==> src/rtl/core/idet_pkg.sv <==
`timescale 1ns / 1ps
`default_nettype none

package idet_pkg;

  // field widths fixed by the interface
  localparam int unsigned TimeInW = 48;
  localparam int unsigned UtilW   = 16;
  localparam int unsigned CfgW    = 32;
  localparam int unsigned CfgIdxW = 2;

  // configuration register indexes
  localparam logic [CfgIdxW-1:0] RegInputQuiet = 2'd0;
  localparam logic [CfgIdxW-1:0] RegUtilLimit  = 2'd1;
  localparam logic [CfgIdxW-1:0] RegSustain    = 2'd2;
  localparam logic [CfgIdxW-1:0] RegStale      = 2'd3;

  // configuration reset values
  localparam logic [CfgW-1:0]  InputQuietRst = 32'd1000000;
  localparam logic [UtilW-1:0] UtilLimitRst  = 16'd6554;
  localparam logic [CfgW-1:0]  SustainRst    = 32'd2000000;
  localparam logic [CfgW-1:0]  StaleRst      = 32'd100000;

  // item kinds
  localparam logic FuncUpdate = 1'b0;
  localparam logic FuncUser   = 1'b1;

  typedef enum logic [1:0] {
    ModeActive   = 2'd0,
    ModePending  = 2'd1,
    ModeCooldown = 2'd2
  } mode_e;

  // decision for one beat, handed from the step logic to the state registers
  typedef struct packed {
    mode_e mode;
    logic  fire;
    logic  upd_prev;
    logic  upd_input;
    logic  upd_pending;
    logic  upd_fire;
  } step_t;

endpackage

`default_nettype wire

==> src/rtl/core/idet_step.sv <==
`timescale 1ns / 1ps
`default_nettype none

module idet_step #(
  parameter int unsigned TIME_BITS = 48
) (
  input  wire logic                        func_i,
  input  wire logic [TIME_BITS-1:0]        now_i,
  input  wire logic [idet_pkg::UtilW-1:0]  util_i,
  input  wire idet_pkg::mode_e             mode_i,
  input  wire logic [TIME_BITS-1:0]        prev_update_i,
  input  wire logic [TIME_BITS-1:0]        last_input_i,
  input  wire logic [TIME_BITS-1:0]        pending_since_i,
  input  wire logic [TIME_BITS-1:0]        last_fire_i,
  input  wire logic [idet_pkg::CfgW-1:0]   input_quiet_i,
  input  wire logic [idet_pkg::UtilW-1:0]  util_limit_i,
  input  wire logic [idet_pkg::CfgW-1:0]   sustain_i,
  input  wire logic [idet_pkg::CfgW-1:0]   stale_i,
  output idet_pkg::step_t                  step_o
);

  // differences wrap modulo 2^TIME_BITS
  logic [TIME_BITS-1:0] gap_update;
  logic [TIME_BITS-1:0] gap_input;
  logic [TIME_BITS-1:0] gap_pending;
  logic [TIME_BITS-1:0] gap_fire;
  logic                 stale;
  logic                 qualified;
  logic                 pend_done;
  logic                 refire;

  assign gap_update  = now_i - prev_update_i;
  assign gap_input   = now_i - last_input_i;
  assign gap_pending = now_i - pending_since_i;
  assign gap_fire    = now_i - last_fire_i;

  assign stale     = gap_update > TIME_BITS'(stale_i);
  assign qualified = !stale && (gap_input > TIME_BITS'(input_quiet_i))
                     && (util_i < util_limit_i);
  assign pend_done = gap_pending >= TIME_BITS'(sustain_i);
  assign refire    = gap_fire >= TIME_BITS'(sustain_i);

  always_comb begin
    step_o             = '0;
    step_o.mode        = mode_i;
    if (func_i == idet_pkg::FuncUser) begin
      step_o.upd_input = 1'b1;
    end else begin
      step_o.upd_prev = 1'b1;
      if (!qualified) begin
        step_o.mode = idet_pkg::ModeActive;
      end else begin
        unique case (mode_i)
          idet_pkg::ModeActive: begin
            step_o.mode        = idet_pkg::ModePending;
            step_o.upd_pending = 1'b1;
          end
          idet_pkg::ModePending: begin
            if (pend_done) begin
              step_o.fire     = 1'b1;
              step_o.upd_fire = 1'b1;
              step_o.mode     = idet_pkg::ModeCooldown;
            end
          end
          default: begin
            // cooldown, and the unused code behaves the same
            if (refire) begin
              step_o.fire     = 1'b1;
              step_o.upd_fire = 1'b1;
            end
            step_o.mode = idet_pkg::ModeCooldown;
          end
        endcase
      end
    end
  end

endmodule

`default_nettype wire

==> src/rtl/core/idle_detector_fsm.sv <==
`timescale 1ns / 1ps
`default_nettype none

// path: a beat goes from the input register through the decision logic to the result register
// throughput: one beat per cycle while the result register is not held by out_ready_i
// the result register frees the input side whenever it is empty or being taken
// reset: mode active, update and input timestamps zero, registers at defaults
// pending and fire timestamps hold no reset value and are written before use
module idle_detector_fsm #(
  parameter int unsigned TIME_BITS = 48
) (
  input  wire logic                          clk_i,
  input  wire logic                          rst_ni,
  input  wire logic                          cfg_we_i,
  input  wire logic [idet_pkg::CfgIdxW-1:0]  cfg_idx_i,
  input  wire logic [idet_pkg::CfgW-1:0]     cfg_data_i,
  input  wire logic                          in_valid_i,
  output logic                               in_ready_o,
  input  wire logic                          func_i,
  input  wire logic [idet_pkg::TimeInW-1:0]  time_now_i,
  input  wire logic [idet_pkg::UtilW-1:0]    util_sample_i,
  output logic                               out_valid_o,
  input  wire logic                          out_ready_i,
  output logic                               idle_fire_o,
  output logic [idet_pkg::UtilW-1:0]         fire_util_o,
  output logic                               is_idle_o,
  output logic [1:0]                         mode_out_o
);

  // configuration
  logic [idet_pkg::CfgW-1:0]  input_quiet_q;
  logic [idet_pkg::UtilW-1:0] util_limit_q;
  logic [idet_pkg::CfgW-1:0]  sustain_q;
  logic [idet_pkg::CfgW-1:0]  stale_q;

  always_ff @(posedge clk_i or negedge rst_ni) begin
    if (!rst_ni) begin
      input_quiet_q <= idet_pkg::InputQuietRst;
      util_limit_q  <= idet_pkg::UtilLimitRst;
      sustain_q     <= idet_pkg::SustainRst;
      stale_q       <= idet_pkg::StaleRst;
    end else if (cfg_we_i) begin
      unique case (cfg_idx_i)
        idet_pkg::RegInputQuiet: input_quiet_q <= cfg_data_i;
        idet_pkg::RegUtilLimit:  util_limit_q  <= cfg_data_i[idet_pkg::UtilW-1:0];
        idet_pkg::RegSustain:    sustain_q     <= cfg_data_i;
        idet_pkg::RegStale:      stale_q       <= cfg_data_i;
        default: ;
      endcase
    end
  end

  // input register
  logic                       in_valid_q;
  logic                       func_q;
  logic [TIME_BITS-1:0]       now_q;
  logic [idet_pkg::UtilW-1:0] util_q;
  logic                       advance;
  logic                       in_fire;
  logic                       step_go;

  assign advance    = !out_valid_o || out_ready_i;
  assign step_go    = in_valid_q && advance;
  assign in_ready_o = !in_valid_q || advance;
  assign in_fire    = in_valid_i && in_ready_o;

  always_ff @(posedge clk_i or negedge rst_ni) begin
    if (!rst_ni) begin
      in_valid_q <= 1'b0;
    end else if (in_ready_o) begin
      in_valid_q <= in_valid_i;
    end
  end

  always_ff @(posedge clk_i) begin
    if (in_fire) begin
      func_q <= func_i;
      now_q  <= TIME_BITS'(time_now_i);
      util_q <= util_sample_i;
    end
  end

  // detector state
  idet_pkg::mode_e      mode_q;
  logic [TIME_BITS-1:0] prev_update_q;
  logic [TIME_BITS-1:0] last_input_q;
  logic [TIME_BITS-1:0] pending_since_q;
  logic [TIME_BITS-1:0] last_fire_q;
  idet_pkg::step_t      step;

  idet_step #(
    .TIME_BITS(TIME_BITS)
  ) u_step (
    .func_i          (func_q),
    .now_i           (now_q),
    .util_i          (util_q),
    .mode_i          (mode_q),
    .prev_update_i   (prev_update_q),
    .last_input_i    (last_input_q),
    .pending_since_i (pending_since_q),
    .last_fire_i     (last_fire_q),
    .input_quiet_i   (input_quiet_q),
    .util_limit_i    (util_limit_q),
    .sustain_i       (sustain_q),
    .stale_i         (stale_q),
    .step_o          (step)
  );

  always_ff @(posedge clk_i or negedge rst_ni) begin
    if (!rst_ni) begin
      mode_q        <= idet_pkg::ModeActive;
      prev_update_q <= '0;
      last_input_q  <= '0;
    end else if (step_go) begin
      mode_q <= step.mode;
      if (step.upd_prev) begin
        prev_update_q <= now_q;
      end
      if (step.upd_input) begin
        last_input_q <= now_q;
      end
    end
  end

  always_ff @(posedge clk_i) begin
    if (step_go && step.upd_pending) begin
      pending_since_q <= now_q;
    end
    if (step_go && step.upd_fire) begin
      last_fire_q <= now_q;
    end
  end

  // result register
  always_ff @(posedge clk_i or negedge rst_ni) begin
    if (!rst_ni) begin
      out_valid_o <= 1'b0;
    end else if (advance) begin
      out_valid_o <= in_valid_q;
    end
  end

  always_ff @(posedge clk_i) begin
    if (step_go) begin
      idle_fire_o <= step.fire;
      fire_util_o <= step.fire ? util_q : '0;
      is_idle_o   <= (step.mode != idet_pkg::ModeActive);
      mode_out_o  <= 2'(step.mode);
    end
  end

endmodule

`default_nettype wire
==> config.mk <==
export PLATFORM = sky130hd
export DESIGN_NAME = idle_detector_fsm
export DESIGN_NICKNAME = d
export VERILOG_FILES = /design/src/rtl/core/idet_pkg.sv /design/src/rtl/core/idet_step.sv /design/src/rtl/core/idle_detector_fsm.sv
export SDC_FILE = /design/constraint.sdc
export NUM_CORES = 1
export LEC_CHECK = 0
export BUFFER_PORTS_ARGS = -buffer_cell sky130_fd_sc_hd__clkbuf_2
export CELL_PAD_IN_SITES_DETAIL_PLACEMENT = 2
export CELL_PAD_IN_SITES_GLOBAL_PLACEMENT = 2
export CORE_UTILIZATION = 35
export CTS_BUF_LIST = sky130_fd_sc_hd__clkbuf_2
export DETAILED_ROUTE_END_ITERATION = 10
export PLACE_DENSITY = 0.78
export SETUP_SLACK_MARGIN = 0.1
export SLEW_MARGIN = 20
export SYNTH_ARGS = -nofsm -noshare
export SYNTH_HDL_FRONTEND = slang
export SYNTH_SLANG_ARGS = --single-unit
export TNS_END_PERCENT = 50
==> constraint.sdc <==
create_clock -name clk_i -period 8.6 [get_ports clk_i]
set_clock_uncertainty 0.15 [all_clocks]
set_input_delay 0.43 -clock clk_i [delete_from_list [all_inputs] [get_ports clk_i]]
set_output_delay 0.43 -clock clk_i [all_outputs]
set_load 0.02 [all_outputs]
==> results.sh <==
export IMPL_routedWlPerCell_um=28.5
export IMPL_synth_top_cell_area_share_pct=18.6
export IMPL_critPathArrivalTime_ns=8.73
export IMPL_drcViolationCount=0
export IMPL_post_dp_cell_area_mm2=0.0310
export IMPL_die_w_um=291
export IMPL_reg2reg_depth=19
export IMPL_grtUsageMet3_pct=4.68
export IMPL_clk_pin_slew_ns=0.20
export IMPL_coreArea_mm2=0.0824
export IMPL_postSynthCellCount=3161
export IMPL_fin_crit_ns=8.03
export IMPL_crit_type="flip-flop to flip-flop"
export IMPL_worstSetupStartpointType="flip-flop"
export IMPL_fp_dieH_um=291
export IMPL_post_route_period_util_pct=93.4
export IMPL_num_io_pins=126
export IMPL_final_setup_viol_count=0
export IMPL_insertion_delay_ns=1.26
export IMPL_end_kind="flip-flop"
export IMPL_port_buffers=125
export IMPL_final_area_mm2=0.0343
export IMPL_multi_input_area_mm2=0.0167
export IMPL_cts_sinks=393
export IMPL_drv_slew=0
export IMPL_slew_headroom_pct=31.9
export IMPL_cts_path_max_buffers=3
export IMPL_rr_endpoint="last_fire_q[4]"
export IMPL_final_fill_count=8927
export IMPL_final_cell_count_no_fill=4705
export IMPL_die_area_mm2=0.0848
export IMPL_netlist_top_cells_area="edfxtp_1 19%, dfrtp_1 16%, ha_1 14%, mux2_2 5.0%, a21oi_1 4.8%"
export IMPL_dp_cells=4275
export IMPL_ys_flop_type="dfrtp_1"
export IMPL_ff_latch_area_mm2=0.0108
export IMPL_start_util_pct=35.5
export IMPL_dpl_hpwl_um=89700
export IMPL_drt_pass1_iterations=5
export IMPL_grt_pass1_vias=30800
export IMPL_vdd_drop_max_v=0.000124
export IMPL_r2r_start="now_q[1]"
export IMPL_yosysTopAreaCell="edfxtp_1"
export IMPL_grt_ovfl_total=0
export IMPL_vias=27900
export IMPL_avgViaCountPerCell=5.93
export IMPL_hold_class="input port to asynchronous set/reset pin"
export IMPL_syn_mean_instance_area_um2=9.26
export IMPL_fin_setup_tns_ns=0
export IMPL_gp_congestion=0.917
export IMPL_holdBufCountCts=218
export IMPL_synth_edf_count=181
export IMPL_cp_data_required_time_ns=9.30
export IMPL_numCtsBuffers=112
export IMPL_antenna_left=0
export IMPL_r2r_slack_ns=0.57
export IMPL_pwr_density_cell_mw_per_mm2=213
export IMPL_max_freq_mhz=124
export IMPL_antenna_found_initial=8
export IMPL_grt_pass1_wl_um=199000
export IMPL_ys_ff_latch=393
export IMPL_grt_busiest_layer="met2"
export IMPL_hold_violations=0
export IMPL_std_cell_rows=105
export IMPL_power_leakage_nw=15.0
export IMPL_drive_gt1_share_pct=15.3
export IMPL_grt_use_met1_pct=38.4
export IMPL_syn_area_mm2=0.0293
export IMPL_syn_num_nets=3600
export IMPL_nNetsFinal=3977
export IMPL_post_cts_buffers=0
export IMPL_power_mw=7.29
export IMPL_async_flop_share_pct=53.9
export IMPL_wirelength_um=134000
export IMPL_path_max_fanout=48
export IMPL_use_met2_pct=52.8
export IMPL_ys_seq_area_share_pct=36.8
export IMPL_ys_types=99
export IMPL_drv_cap=0
export IMPL_area_growth_pct=17.1
export IMPL_grt_max_degree=94
export IMPL_tritoncts="yes"
export IMPL_h_tree_depth=3
export IMPL_drt_iter0_markers=2148
export IMPL_cts_resized_gates=0
export IMPL_root_buffer="clkbuf_2"
export IMPL_status="completed"
export IMPL_rsz0062_at_grt="no"
export IMPL_grt_usage_pct=31.1
export IMPL_startpoint="now_q[1]"
export IMPL_ys_warn_count=0
export IMPL_worst_slew_pin_slew_ns=1.02
==> critical path, stage by stage (launching register included) <==
cell	delay, ns
edfxtp_1	0.73
ha_1	0.45
nor2b_1	0.32
o2111a_1	0.31
o21ai_1	0.12
a21oi_1	0.53
a211oi_4	0.21
xnor2_1	0.33
ha_1	0.31
a21oi_1	0.17
o21ai_0	0.16
a2111oi_0	0.54
and3_1	0.23
a21oi_1	0.10
a2111oi_0	0.68
nand4_1	0.26
nor4_2	0.29
nand2b_2	0.54
nor4_4	0.42
buf_4	0.65
==> Yosys cell counts, drive strengths merged (29+ instances only) <==
master    n
inv     347
o21a     36
o21ai   240
a21o     75
nor3     46
o21bai   36
buf      34
nand2   312
ha      331
nand3    39
xor2     64
nor2    151
clkbuf   74
a21oi   285
dfrtp   185
mux2    129
nand4    88
a31oi    29
edfxtp  181
xnor2    91
==> layout by cell type (no fill, tap or decap), types with 36 or more instances in the layout <==
master         instances
mux2_2               129
a21oi_1              281
a21o_1                75
inv_1                347
nand2_1              311
edfxtp_1             181
dlygate4sd3_1        217
o21bai_1              36
nor3_1                44
o21a_1                36
dfrtp_1              185
ha_1                 331
nor2_1               150
nand4_1               88
clkbuf_2             296
nand3_1               39
xnor2_1               91
xor2_1                64
o21ai_0              225
==> per-stage QoR <==
| stage | hold slack (ns) | setup WS [ns] | util, % |
|---|---|---|---|
| final | 0.230 | 0.566 | 41.6 |
| after global routing | 0.213 | 0.245 | 41.6 |
| after CTS | 0.126 | 0.966 | 41.6 |
| after detailed placement | 0.344 | 1.08 | 37.6 |
| after global placement | 0.307 | 1.39 | 37.6 |
| after floorplan | -0.0156 | 0.762 | - |
==> worst max-delay path by stage <==
stage / to / slack, ns
floorplan: last_fire_q[0] / 0.76
global placement: last_fire_q[3] / 1.39
detailed placement: last_fire_q[3] / 1.08
CTS: last_fire_q[4] / 0.97
global route: last_fire_q[4] / 0.25
finish: last_fire_q[4] / 0.57
==> flip-flops by register name, indices dropped and copies added, names as in the netlist <==
register,count
out_valid_o,1
pending_since_q,48
fire_util_o,16
mode_out_o,2
in_valid_q,1
prev_update_q,48
last_input_q,48
mode_q,2
util_limit_q,16
idle_fire_o,1
func_q,1
input_quiet_q,32
sustain_q,32
now_q,48
util_q,16
last_fire_q,48
stale_q,32
is_idle_o,1
==> where the power goes <==
| part | switching (mW) | leakage [nW] | internal, mW | total, mW |
|---|---|---|---|---|
| Combinational | 2.05 | 10.0 | 1.20 | 3.24 |
| Clock | 1.05 | 0.809 | 0.570 | 1.62 |
| Sequential | 0.210 | 4.19 | 2.21 | 2.42 |
==> logic make-up after synthesis <==
kind of cell / synth area share [%]
buffers and inverters: 6.09
flip-flops: 36.8
XOR/XNOR: 4.64
multiplexers: 5.17
AND/OR/NAND/NOR: 13.9
adder cells (fa/ha/maj): 14.4
AO/OA/AOI/OAI: 19.0
==> per-layer routing <==
metal | wire length [um] | vias up
met5 | 12 | -
met4 | 6860 | 2
met3 | 7400 | 349
met2 | 64400 | 1017
met1 | 55500 | 14300
li1 | - | 12300
==> final cells by class <==
type	instances	area share, %
diodes	2	0.0146
clock buffers	172	2.51
clock inverters	37	0.566
inverters	347	3.80
multi-input cells	2313	48.9
flip-flops and latches	393	31.4
well taps	1070	3.91
repair buffers	371	8.92
(Power assumes the default switching activity.)
